[src/rtl/core/tepp_pkg.sv]
// Shared types and constants for the tracker event packet parser.
package tepp_pkg;

  // Largest hit count that is still parsed as an event.
  localparam int unsigned MaxHits     = 192;
  localparam int unsigned HeaderBytes = 17;
  localparam int unsigned EventBytes  = 12;

  localparam logic [4:0] HEADER_LAST   = 5'(HeaderBytes - 1);
  localparam logic [4:0] EVENT_LAST    = 5'(EventBytes - 1);
  localparam logic [7:0] MAX_HITS      = 8'(MaxHits);
  localparam logic [7:0] PAD_BYTE      = 8'hff;
  localparam logic [7:0] VER_RUN16     = 8'd5;
  localparam logic [7:0] VER_PAD       = 8'd4;

  // Record kinds as shown on the result channel.
  typedef enum logic [1:0] {
    KIND_HEADER = 2'd0,
    KIND_EVENT  = 2'd1,
    KIND_HIT    = 2'd2,
    KIND_STATUS = 2'd3
  } kind_e;

  // End-of-packet status codes.
  typedef enum logic [15:0] {
    STATUS_OK    = 16'd0,
    STATUS_SHORT = 16'd1
  } status_e;

  // Parser sections, one-hot.
  typedef enum logic [4:0] {
    SEC_HEADER = 5'b00001,
    SEC_RUN    = 5'b00010,
    SEC_EVENT  = 5'b00100,
    SEC_HITS   = 5'b01000,
    SEC_DROP   = 5'b10000
  } section_e;

  // One header, event or hit record.
  typedef struct packed {
    kind_e        kind;
    logic [15:0]  word_a;
    logic [15:0]  word_b;
    logic [15:0]  word_c;
    logic [15:0]  word_d;
    logic [7:0]   small_a;
    logic [7:0]   small_b;
    logic [7:0]   format_version;
    logic [15:0]  run_number;
    logic [31:0]  event_number;
    logic [47:0]  time_value;
  } rec_t;

  // What one input item produces: an optional record and an optional status.
  typedef struct packed {
    logic    has_rec;
    rec_t    rec;
    logic    has_stat;
    status_e code;
  } result_t;

endpackage

[src/rtl/core/tepp_parser.sv]
// Byte parser: section state, field registers and record formation.
module tepp_parser (
  input  logic              clk_i,
  input  logic              rst_ni,
  input  logic              fire_i,
  input  logic [7:0]        byte_i,
  input  logic              last_i,
  output tepp_pkg::result_t result_o
);
  import tepp_pkg::*;

  section_e    sec_q, sec_d;
  logic [4:0]  pos_q, pos_d;
  logic [63:0] hi_q, hi_d;
  logic [63:0] hct_q, hct_d;
  logic [7:0]  ver_q, ver_d;
  logic [15:0] run_q, run_d;
  logic [47:0] ei_q, ei_d;
  logic [47:0] et_q, et_d;
  logic [7:0]  hits_q, hits_d;
  logic [15:0] hp_q, hp_d;
  logic [7:0]  n_hits;
  logic [2:0]  time_lane;
  logic        boundary;
  result_t     res;

  function automatic logic [63:0] set_byte64(logic [63:0] w, logic [2:0] idx, logic [7:0] b);
    logic [63:0] r;
    r = w;
    for (int i = 0; i < 8; i++) begin
      if (idx == 3'(i)) r[i*8 +: 8] = b;
    end
    return r;
  endfunction

  function automatic logic [47:0] set_byte48(logic [47:0] w, logic [2:0] idx, logic [7:0] b);
    logic [47:0] r;
    r = w;
    for (int i = 0; i < 6; i++) begin
      if (idx == 3'(i)) r[i*8 +: 8] = b;
    end
    return r;
  endfunction

  assign time_lane = 3'(pos_q - 5'd6);

  // Next state and records for the byte in the input register.
  always_comb begin
    sec_d    = sec_q;
    pos_d    = pos_q;
    hi_d     = hi_q;
    hct_d    = hct_q;
    ver_d    = ver_q;
    run_d    = run_q;
    ei_d     = ei_q;
    et_d     = et_q;
    hits_d   = hits_q;
    hp_d     = hp_q;
    n_hits   = '0;
    boundary = 1'b0;
    res      = '0;
    res.code = STATUS_OK;
    unique case (sec_q)
      SEC_HEADER: begin
        if (pos_q < 5'd8) begin
          hi_d = set_byte64(hi_q, pos_q[2:0], byte_i);
        end else if (pos_q < 5'd16) begin
          hct_d = set_byte64(hct_q, pos_q[2:0], byte_i);
        end else begin
          ver_d = byte_i;
        end
        if (pos_q != HEADER_LAST) begin
          pos_d = pos_q + 5'd1;
        end else begin
          sec_d = SEC_RUN;
          pos_d = '0;
        end
      end
      SEC_RUN: begin
        if (pos_q == 5'd0) begin
          run_d = {8'h00, byte_i};
        end else begin
          run_d = {byte_i, run_q[7:0]};
        end
        if (pos_q == 5'd0 && ver_q >= VER_RUN16) begin
          pos_d = 5'd1;
        end else begin
          // Run number complete: the packet header record goes out.
          res.has_rec            = 1'b1;
          res.rec.kind           = KIND_HEADER;
          res.rec.word_a         = hi_q[15:0];
          res.rec.word_b         = hi_q[31:16];
          res.rec.word_c         = hi_q[63:48];
          res.rec.word_d         = hct_q[15:0];
          res.rec.small_a        = hi_q[39:32];
          res.rec.small_b        = hi_q[47:40];
          res.rec.format_version = ver_q;
          res.rec.run_number     = run_d;
          res.rec.time_value     = hct_q[63:16];
          sec_d    = SEC_EVENT;
          pos_d    = '0;
          boundary = 1'b1;
        end
      end
      SEC_EVENT: begin
        if (pos_q == 5'd0 && last_i && byte_i == PAD_BYTE && ver_q >= VER_PAD) begin
          // A lone trailing pad byte where an event would begin.
          boundary = 1'b1;
        end else begin
          if (pos_q < 5'd6) begin
            ei_d = set_byte48(ei_q, pos_q[2:0], byte_i);
          end else begin
            et_d = set_byte48(et_q, time_lane, byte_i);
          end
          if (pos_q != EVENT_LAST) begin
            pos_d = pos_q + 5'd1;
          end else begin
            pos_d  = '0;
            n_hits = ei_d[7:0];
            if (n_hits > MAX_HITS) begin
              sec_d = SEC_DROP;
            end else begin
              res.has_rec          = 1'b1;
              res.rec.kind         = KIND_EVENT;
              res.rec.word_a       = {8'h00, n_hits};
              res.rec.word_b       = {8'h00, ei_d[15:8]};
              res.rec.small_a      = hi_q[39:32];
              res.rec.event_number = ei_d[47:16];
              res.rec.time_value   = et_d;
              hits_d = n_hits;
              if (n_hits == 8'd0) begin
                boundary = 1'b1;
              end else begin
                sec_d = SEC_HITS;
              end
            end
          end
        end
      end
      SEC_HITS: begin
        if (pos_q == 5'd0) begin
          hp_d  = {8'h00, byte_i};
          pos_d = 5'd1;
        end else if (pos_q == 5'd1) begin
          hp_d  = {byte_i, hp_q[7:0]};
          pos_d = 5'd2;
        end else begin
          res.has_rec     = 1'b1;
          res.rec.kind    = KIND_HIT;
          res.rec.word_a  = {5'd0, byte_i[5:0], hp_q[15:11]};
          res.rec.word_b  = {11'd0, hp_q[4:0]};
          res.rec.word_c  = {13'd0, hp_q[7:5]};
          res.rec.word_d  = {13'd0, hp_q[10:8]};
          res.rec.small_a = {6'd0, byte_i[7:6]};
          pos_d  = '0;
          hits_d = hits_q - 8'd1;
          if (hits_d == 8'd0) begin
            sec_d    = SEC_EVENT;
            boundary = 1'b1;
          end
        end
      end
      SEC_DROP: begin
        // Bytes after an oversized event are discarded.
      end
      default: begin
        sec_d = SEC_HEADER;
        pos_d = '0;
      end
    endcase

    // The marked byte closes the packet with a status and restarts parsing.
    if (last_i) begin
      res.has_stat = 1'b1;
      if (sec_d == SEC_DROP || boundary) begin
        res.code = STATUS_OK;
      end else begin
        res.code = STATUS_SHORT;
      end
      sec_d = SEC_HEADER;
      pos_d = '0;
    end
  end

  assign result_o = res;

  // Parser state advances once per parsed item.
  always_ff @(posedge clk_i or negedge rst_ni) begin
    if (!rst_ni) begin
      sec_q  <= SEC_HEADER;
      pos_q  <= '0;
      hi_q   <= '0;
      hct_q  <= '0;
      ver_q  <= '0;
      run_q  <= '0;
      ei_q   <= '0;
      et_q   <= '0;
      hits_q <= '0;
      hp_q   <= '0;
    end else if (fire_i) begin
      sec_q  <= sec_d;
      pos_q  <= pos_d;
      hi_q   <= hi_d;
      hct_q  <= hct_d;
      ver_q  <= ver_d;
      run_q  <= run_d;
      ei_q   <= ei_d;
      et_q   <= et_d;
      hits_q <= hits_d;
      hp_q   <= hp_d;
    end
  end

endmodule

[src/rtl/core/tepp_out_stage.sv]
// Result register that presents a record and then its status, one item at a time.
module tepp_out_stage (
  input  logic               clk_i,
  input  logic               rst_ni,
  input  logic               load_i,
  input  tepp_pkg::result_t  result_i,
  output logic               can_load_o,
  output logic               out_valid_o,
  input  logic               out_ready_i,
  output tepp_pkg::rec_t     rec_o,
  output logic               last_o
);
  import tepp_pkg::*;

  logic    has_rec_q;
  logic    has_stat_q;
  rec_t    rec_q;
  status_e code_q;
  logic    pop;

  assign out_valid_o = has_rec_q | has_stat_q;
  assign pop         = out_valid_o & out_ready_i;
  // Free now, or emptied by the item that leaves this cycle.
  assign can_load_o  = !out_valid_o || (out_ready_i && !(has_rec_q && has_stat_q));

  // The record goes first; a status item follows it.
  always_comb begin
    if (has_rec_q) begin
      rec_o  = rec_q;
      last_o = 1'b0;
    end else begin
      rec_o        = '0;
      rec_o.kind   = KIND_STATUS;
      rec_o.word_a = code_q;
      last_o       = has_stat_q;
    end
  end

  always_ff @(posedge clk_i or negedge rst_ni) begin
    if (!rst_ni) begin
      has_rec_q  <= 1'b0;
      has_stat_q <= 1'b0;
    end else if (load_i) begin
      has_rec_q  <= result_i.has_rec;
      has_stat_q <= result_i.has_stat;
    end else if (pop) begin
      if (has_rec_q) begin
        has_rec_q <= 1'b0;
      end else begin
        has_stat_q <= 1'b0;
      end
    end
  end

  // Payload needs no reset.
  always_ff @(posedge clk_i) begin
    if (load_i) begin
      rec_q  <= result_i.rec;
      code_q <= result_i.code;
    end
  end

endmodule

[src/rtl/core/tracker_event_packet_parser.sv]
// Top level of the tracker event packet parser: input register, parser and result stage.
//
// The input channel takes one packet byte per item, with end_of_packet_i set on
// the last byte. The result channel gives header, event and hit records and,
// after the marked byte, one status record with last_of_packet_o set.
// Both channels use valid and ready.
//
// A byte accepted sits in the input register and is parsed there; its record
// is loaded into the result register as the parser takes the byte, and is shown
// from that register. One byte is taken every cycle while the receiver keeps
// up. A marked byte that yields both a record and a status holds the result
// register for both items, so the next byte waits until the record has left.
//
// When the receiver stalls, the result register holds its item and the input
// register fills; in_ready_o then drops until the result register frees.
// Reset clears both registers and starts the parser at the packet header.
module tracker_event_packet_parser (
  input  logic        clk_i,
  input  logic        rst_ni,
  input  logic        in_valid_i,
  output logic        in_ready_o,
  input  logic [7:0]  data_byte_i,
  input  logic        end_of_packet_i,
  output logic        out_valid_o,
  input  logic        out_ready_i,
  output logic [1:0]  record_kind_o,
  output logic [15:0] word_a_o,
  output logic [15:0] word_b_o,
  output logic [15:0] word_c_o,
  output logic [15:0] word_d_o,
  output logic [7:0]  small_a_o,
  output logic [7:0]  small_b_o,
  output logic [7:0]  format_version_o,
  output logic [15:0] run_number_o,
  output logic [31:0] event_number_o,
  output logic [47:0] time_value_o,
  output logic        last_of_packet_o
);
  import tepp_pkg::*;

  logic       in_valid_q;
  logic [7:0] byte_q;
  logic       eop_q;
  logic       can_load;
  logic       fire;
  result_t    result;
  rec_t       rec;

  assign fire       = in_valid_q & can_load;
  assign in_ready_o = !in_valid_q || fire;

  // Input register.
  always_ff @(posedge clk_i or negedge rst_ni) begin
    if (!rst_ni) begin
      in_valid_q <= 1'b0;
    end else if (in_valid_i && in_ready_o) begin
      in_valid_q <= 1'b1;
    end else if (fire) begin
      in_valid_q <= 1'b0;
    end
  end

  always_ff @(posedge clk_i) begin
    if (in_valid_i && in_ready_o) begin
      byte_q <= data_byte_i;
      eop_q  <= end_of_packet_i;
    end
  end

  tepp_parser u_parser (
    .clk_i    (clk_i),
    .rst_ni   (rst_ni),
    .fire_i   (fire),
    .byte_i   (byte_q),
    .last_i   (eop_q),
    .result_o (result)
  );

  tepp_out_stage u_out_stage (
    .clk_i       (clk_i),
    .rst_ni      (rst_ni),
    .load_i      (fire),
    .result_i    (result),
    .can_load_o  (can_load),
    .out_valid_o (out_valid_o),
    .out_ready_i (out_ready_i),
    .rec_o       (rec),
    .last_o      (last_of_packet_o)
  );

  assign record_kind_o    = rec.kind;
  assign word_a_o         = rec.word_a;
  assign word_b_o         = rec.word_b;
  assign word_c_o         = rec.word_c;
  assign word_d_o         = rec.word_d;
  assign small_a_o        = rec.small_a;
  assign small_b_o        = rec.small_b;
  assign format_version_o = rec.format_version;
  assign run_number_o     = rec.run_number;
  assign event_number_o   = rec.event_number;
  assign time_value_o     = rec.time_value;

endmodule

[config.mk]
export PLATFORM = sky130hd
export DESIGN_NAME = tracker_event_packet_parser
export DESIGN_NICKNAME = d
export VERILOG_FILES = /design/src/rtl/core/tepp_pkg.sv /design/src/rtl/core/tepp_parser.sv /design/src/rtl/core/tepp_out_stage.sv /design/src/rtl/core/tracker_event_packet_parser.sv
export SDC_FILE = /design/constraint.sdc
export NUM_CORES = 1
export LEC_CHECK = 0
export BUFFER_PORTS_ARGS = -buffer_cell sky130_fd_sc_hd__buf_4
export CORE_MARGIN = 2
export CORE_UTILIZATION = 34
export DETAILED_ROUTE_END_ITERATION = 6
export GPL_TIMING_DRIVEN = 0
export PLACE_DENSITY = 0.62
export SKIP_LAST_GASP = 1
export SLEW_MARGIN = 20
export SYNTH_ARGS = -nofsm -noshare
export SYNTH_HDL_FRONTEND = slang
export SYNTH_SLANG_ARGS = --single-unit
[constraint.sdc]
create_clock -name clk_i -period 8.05 [get_ports clk_i]
set_clock_uncertainty 0.15 [all_clocks]
set_input_delay 1.2075 -clock clk_i [delete_from_list [all_inputs] [get_ports clk_i]]
set_output_delay 1.2075 -clock clk_i [all_outputs]
set_load 0.01 [all_outputs]
After elaboration in Yosys (flattened, before gate mapping) --
Index checks and enable logic that the tools add are counted.
Word-level totals: register bits after elaboration 488, bits of input ports 13
Operators by class: add/subtract/negate cells 3, order comparisons 6, eq/ne operators 30, multiplexer cells 81, bitwise gates (word level) 8, reductions and logical operators 48
Operators with widths (count):
- two-way mux 48 bit | 8
- two-way mux 186 bit | 1
- two-way mux 8 bit | 20
- two-way mux 75 bit | 2
- two-way mux 107 bit | 1
- two-way mux 35 bit | 3
- one-hot mux 35 bit (3 select lines) | 1
- one-hot mux 48 bit (2 select lines) | 1
- two-way mux 5 bit | 15
- one-hot mux 32 bit (2 select lines) | 1
- one-hot mux 5 bit (5 select lines) | 2
- two-way mux 16 bit | 3
- AND reduction 5 bit | 8
- AND reduction 4 bit | 9
- one-hot mux 8 bit (3 select lines) | 1
- equality test 3 bit (second input constant) | 6
- two-way mux 1 bit | 18
- two-way mux 17 bit | 1
- >= comparator 8 x 3 -> 1 bit (second input constant) | 2
- logical NOT 8 bit | 2
- one-hot mux 8 bit (2 select lines) | 1
- inequality test 2 bit (second input constant) | 7
- equality test 3 x 2 -> 1 bit (second input constant) | 4
- AND reduction 3 bit | 4
- other kinds (32) | 55

Depth between registers and ports, before layout --
word-level depth 17, mapped depth 10, depth with buffers taken out 8

By module --
A second synthesis with hierarchy kept.
Unflattened totals: cell total of the unflattened synthesis 1729, area total of the unflattened synthesis 22012.4 um^2
Modules (own cells, without submodules):
- tepp_parser | instances 1, cells each 1294, area each 14144.8 um^2
- tepp_out_stage | instances 1, cells each 421, area each 7537.2 um^2
- tracker_event_packet_parser | instances 1, cells each 14, area each 330.3 um^2

Worst setup path after synthesis --
OpenSTA, ideal clock, no wires.
kind in2reg, start point in out_ready_i, end point reg u_parser.hits_q[3], arrival time 8.034 ns, setup slack -0.259 ns, stages on the path 6, buffers on the path 1, cell sequence nand2b_1 a21oi_2 inv_1 clkbuf_1 o221ai_1 a22o_1
On the way: longest elaborated chain between the ends 4
Ends and longest elaborated chain:
- from (decl) | RTL line tracker_event_packet_parser.sv:25 | input logic out_ready_i,
- logical AND 1 bit | RTL line tepp_out_stage.sv:24 | assign can_load_o = !out_valid_o || (out_ready_i && !(has_rec_q && has_stat_q));
- logical OR 1 bit | RTL line tepp_out_stage.sv:24
- AND 1 bit | RTL line tracker_event_packet_parser.sv:49 | assign fire = in_valid_q & can_load;
- via fire | RTL line tracker_event_packet_parser.sv:45 | logic fire;
- AND reduction 7 bit (no source line)
- to (signal assigned) | RTL line tepp_parser.sv:209 | hits_q <= hits_d;
- to (decl) | RTL line tepp_parser.sv:20 | logic [7:0] hits_q, hits_d;
The timed path passes the listed nets, and every way through them passes these cells. A chain may end at the register's enable or synchronous reset.

Final worst setup path --
start point reg u_out_stage.has_rec_q, end point out word_b_o[6]
On the way: longest elaborated chain between the ends 1
Ends and longest elaborated chain:
- from (decl) | RTL line tepp_out_stage.sv:15 | logic has_rec_q;
- from (signal assigned) | RTL line tepp_out_stage.sv:44 | has_rec_q <= result_i.has_rec;
- two-way mux 186 bit | RTL line tepp_out_stage.sv:28 | if (has_rec_q) begin
- to (decl) | RTL line tracker_event_packet_parser.sv:28 | output logic [15:0] word_b_o,
Every way passes these cells.

==> impl_metrics.prom <==
# TYPE chip_impl_metric gauge
chip_impl_metric{name="worst_path_arrival",unit="ns"} 3.01
chip_impl_metric{name="track_usage",unit="%"} 20.1
chip_impl_metric{name="vias_per_cell",unit=""} 5.11
chip_impl_metric{name="fmaxAchievable",unit="GHz"} 0.229
chip_impl_metric{name="share_of_the_synthesized_area_in_the_top_cell_type",unit="%"} 32.3
chip_impl_metric{name="max-clock-path-buffers",unit=""} 3
chip_impl_metric{name="num-nets-final",unit=""} 2012
chip_impl_metric{name="met3_length",unit="um"} 3620
chip_impl_metric{name="worst_slew_pin_slew",unit="ns"} 1.20
chip_impl_metric{name="clock_buffer_count_from_cts",unit=""} 51
chip_impl_metric{name="first_global_vias",unit=""} 14969
chip_impl_metric{name="design.portCount",unit=""} 202
chip_impl_info{name="synth_area_leader_cell",value="dfrtp_1"} 1
chip_impl_info{name="worstHoldStart",value="u_parser.hp_q[14]"} 1
chip_impl_metric{name="grt_overflow",unit=""} 0
chip_impl_metric{name="cp_data_required_time",unit="ns"} 6.69
chip_impl_metric{name="grt_first_pass_wirelength",unit="um"} 96200
chip_impl_metric{name="clk_transition_reported_paths",unit="ns"} 0.07
chip_impl_metric{name="die-area",unit="mm^2"} 0.0650
chip_impl_metric{name="cap_violations",unit=""} 0
chip_impl_metric{name="layout-area-overhead-vs-synth",unit="%"} 21.0
chip_impl_metric{name="r2r_setup_slack",unit="ns"} 3.72
chip_impl_metric{name="cts.htree.levels",unit=""} 2
chip_impl_metric{name="hold_violations",unit=""} 0
chip_impl_metric{name="post_route_cells_drive_above_1_share",unit="%"} 28.5
chip_impl_metric{name="place.detailed.hpwl",unit="um"} 45200
chip_impl_info{name="cts.root.buffer_cell",value="clkbuf_16"} 1
chip_impl_info{name="synth_top_cells_by_area",value="dfrtp_1, edfxtp_1, mux2_2, and2_1, nand2_1"} 1
chip_impl_metric{name="postSynthCellCount",unit=""} 1730
chip_impl_info{name="status",value="completed"} 1
chip_impl_metric{name="placement.setup.worst_slack",unit="ns"} 3.76
chip_impl_metric{name="firstDrtPassIters",unit=""} 5
chip_impl_metric{name="final_core_utilization",unit="%"} 41.4
chip_impl_metric{name="cts_hold_buffers",unit=""} 0
chip_impl_metric{name="number_of_enable_flip_flop_cells_after_synthesis",unit=""} 196
chip_impl_metric{name="clock_sink_count",unit=""} 473
chip_impl_metric{name="floorplan.rows",unit=""} 92
chip_impl_metric{name="worst_skew_pair.late_latency",unit="ns"} 0.62
chip_impl_metric{name="placeableCoreArea",unit="mm^2"} 0.0626
chip_impl_info{name="worst_path_max_delay_cell",value="clkbuf_1"} 1
chip_impl_metric{name="routed_antenna_nets",unit=""} 0
chip_impl_metric{name="syn-num-nets",unit=""} 1753
chip_impl_info{name="rsz0062_at_grt",value="false"} 1
chip_impl_metric{name="power.leakage",unit="uW"} 0.0113
chip_impl_metric{name="cts_setup_buffers",unit=""} 0
chip_impl_metric{name="postSynthRegisterBits",unit=""} 473
chip_impl_info{name="cp-startpoint",value="u_out_stage.has_rec_q"} 1
chip_impl_info{name="start_kind",value="register"} 1
chip_impl_metric{name="post_synth.cell_area_avg",unit="um^2"} 12.4
chip_impl_metric{name="cp_max_fo",unit=""} 10
chip_impl_info{name="rr_startpoint",value="u_parser.pos_q[0]"} 1
chip_impl_info{name="path_common_cell",value="clkbuf_1"} 1
chip_impl_metric{name="slew_violations",unit=""} 0
chip_impl_info{name="count_leader_synth",value="dfrtp_1"} 1
chip_impl_metric{name="routedWlPerCell",unit="um"} 22.7
chip_impl_metric{name="initial_utilization",unit="%"} 34.2
chip_impl_metric{name="drt_wl_total",unit="um"} 65200
chip_impl_metric{name="peakVddDrop",unit="uV"} 168
chip_impl_info{name="hp-class",value="reg -> reg"} 1
chip_impl_info{name="clock_tree_from_tritoncts",value="built"} 1
chip_impl_metric{name="count_of_buffers_inserted_at_the_top_level_ports",unit=""} 201
chip_impl_metric{name="synth_cell_types",unit=""} 70
chip_impl_info{name="post_synth_most_frequent_cells",value="dfrtp_1, and2_1, mux2_2, edfxtp_1, nand2_1"} 1
chip_impl_metric{name="syn_area",unit="mm^2"} 0.0214
chip_impl_info{name="worstSetupEndpointType",value="primary output"} 1
chip_impl_metric{name="asyncSetResetFlopFracSynth",unit="%"} 58.6
chip_impl_metric{name="yosysWarningCount",unit=""} 0
chip_impl_metric{name="gpl.final_weighted_congestion",unit=""} 0.888
chip_impl_metric{name="drt_drc_violations_left",unit=""} 0
chip_impl_metric{name="layout.filler_cells",unit=""} 6000
chip_impl_metric{name="dieHeight",unit="um"} 255
chip_impl_metric{name="wl_met1",unit="um"} 28200
chip_impl_info{name="top_layer",value="met4"} 1
chip_impl_metric{name="finalWorstPathRequiredPeriod",unit="ns"} 4.37
chip_impl_metric{name="vias",unit=""} 14716
chip_impl_info{name="crit_path_cell_trace",value="clkbuf_2 > clkbuf_1 > clkbuf_1 > and2_1 > buf_4"} 1
chip_impl_metric{name="finalSetupViolations",unit=""} 0
chip_impl_metric{name="synth-seq-area-share",unit="%"} 59.9
chip_impl_metric{name="worst_path_largest_cell_delay",unit="ns"} 0.65
chip_impl_metric{name="max_slew_margin",unit="%"} 20.1
chip_impl_metric{name="grt_antenna_before_repair",unit=""} 2
chip_impl_metric{name="dr.first_iter.drc_count",unit=""} 992
chip_impl_metric{name="met2_routed_length",unit="um"} 31400
chip_impl_info{name="criticalPathCategory",value="reg -> out"} 1
chip_impl_metric{name="final.setup.worst_slack",unit="ns"} 3.68
chip_impl_metric{name="power_density",unit="mW/mm^2"} 232
chip_impl_metric{name="die_width",unit="um"} 255
chip_impl_metric{name="setup_tns",unit="ns"} 0
chip_impl_metric{name="final_min_period_over_clock_period",unit="%"} 54.3
chip_impl_metric{name="grt_max_degree",unit=""} 102
chip_impl_metric{name="cts-resized-gates",unit=""} 0
chip_impl_info{name="postSynth.topFlopCell",value="dfrtp_1"} 1
## sequential cells by signal (all words and copies together) (netlist names)
register and cells:
byte_q 8, u_parser.sec_q 5, u_out_stage.has_stat_q 1, u_parser.pos_q 5
u_out_stage.has_rec_q 1, u_out_stage.code_q 1, u_parser.hits_q 8, u_parser.hi_q 64
u_parser.hp_q 16, u_parser.ver_q 8, u_parser.run_q 8, u_parser.hct_q 64
u_parser.et_q 48, u_out_stage.rec_q 186, in_valid_q 1, eop_q 1
u_parser.ei_q 48
## worst max-delay path: cells and delay by family, from the launching register on
kind	cells	cell delay (ns)
buf+inv	4	1.76
flops	1	0.36
simple gates	1	0.28
## routing by layer
metal	vias up	GRT usage (%)
met4	0	6.58
met3	118	3.06
li1	6617	-
met5	-	0
met1	7489	26.9
met2	492	33.3
## placed cells by master (no fill, tap or decap), drive strengths merged, types with 10 or more instances in the layout
cell      n
nand3    37
o21ai    85
nand2   182
clkinv   21
a22o     17
nor2     30
inv      14
buf     226
and2    260
a21oi    55
edfxtp  196
ha       10
dfrtp   276
a22oi    12
mux2    252
nor3     15
clkbuf  173
mux2i    61
## metrics by stage
stage          hold WS (ns)  total power, uW  std cells  instance area [um^2]
2_1_floorplan         0.301             3320       1730                 21400
6_report              0.340             6020       2880                 25900
5_1_grt               0.361             6230       2878                 25900
4_1_cts               0.340             6060       2878                 25900
3_5_place_dp          0.326             3590       2782                 24100
3_3_place_gp          0.315             3570       2777                 24000
## layout make-up
cell class / count / area (um^2) / area share (%)
diodes: 2 / 5.00 / 0.0193
plain buffers: 128 / 546 / 2.11
clock buffers: 65 / 1360 / 5.25
clock inverters: 31 / 403 / 1.56
inverters: 14 / 52.6 / 0.203
multi-input cells: 1115 / 8010 / 30.9
flip-flops and latches: 473 / 12800 / 49.5
well taps: 846 / 1060 / 4.09
repair buffers: 206 / 1650 / 6.39
## logic make-up after synthesis
| kind of cell | share of synthesized area, % |
|---|---|
| xor+xnor | 0.123 |
| simple gates | 14.6 |
| mux | 16.1 |
| compound gates | 5.96 |
| fa+ha+maj | 0.584 |
| flops | 59.9 |
| buf+inv | 2.74 |
## where the power goes
group | internal, uW | leakage [uW] | switching, uW
clock network | 1460 | 0.000852 | 1010
registers | 2770 | 0.00579 | 108
logic | 243 | 0.00463 | 434
## path summary, 6_finish.rpt
kind	to	depth (start not counted)
max in group asynchronous	u_parser.hct_q[30]	3
hold / removal	u_parser.hp_q[14]	2
hold reg to reg	u_parser.hp_q[14]	2
setup / recovery	word_b_o[6]	5
setup reg to reg	u_out_stage.rec_q[157]	9
min in group asynchronous	u_parser.et_q[39]	1
Power figures use the tool's default switching activity.
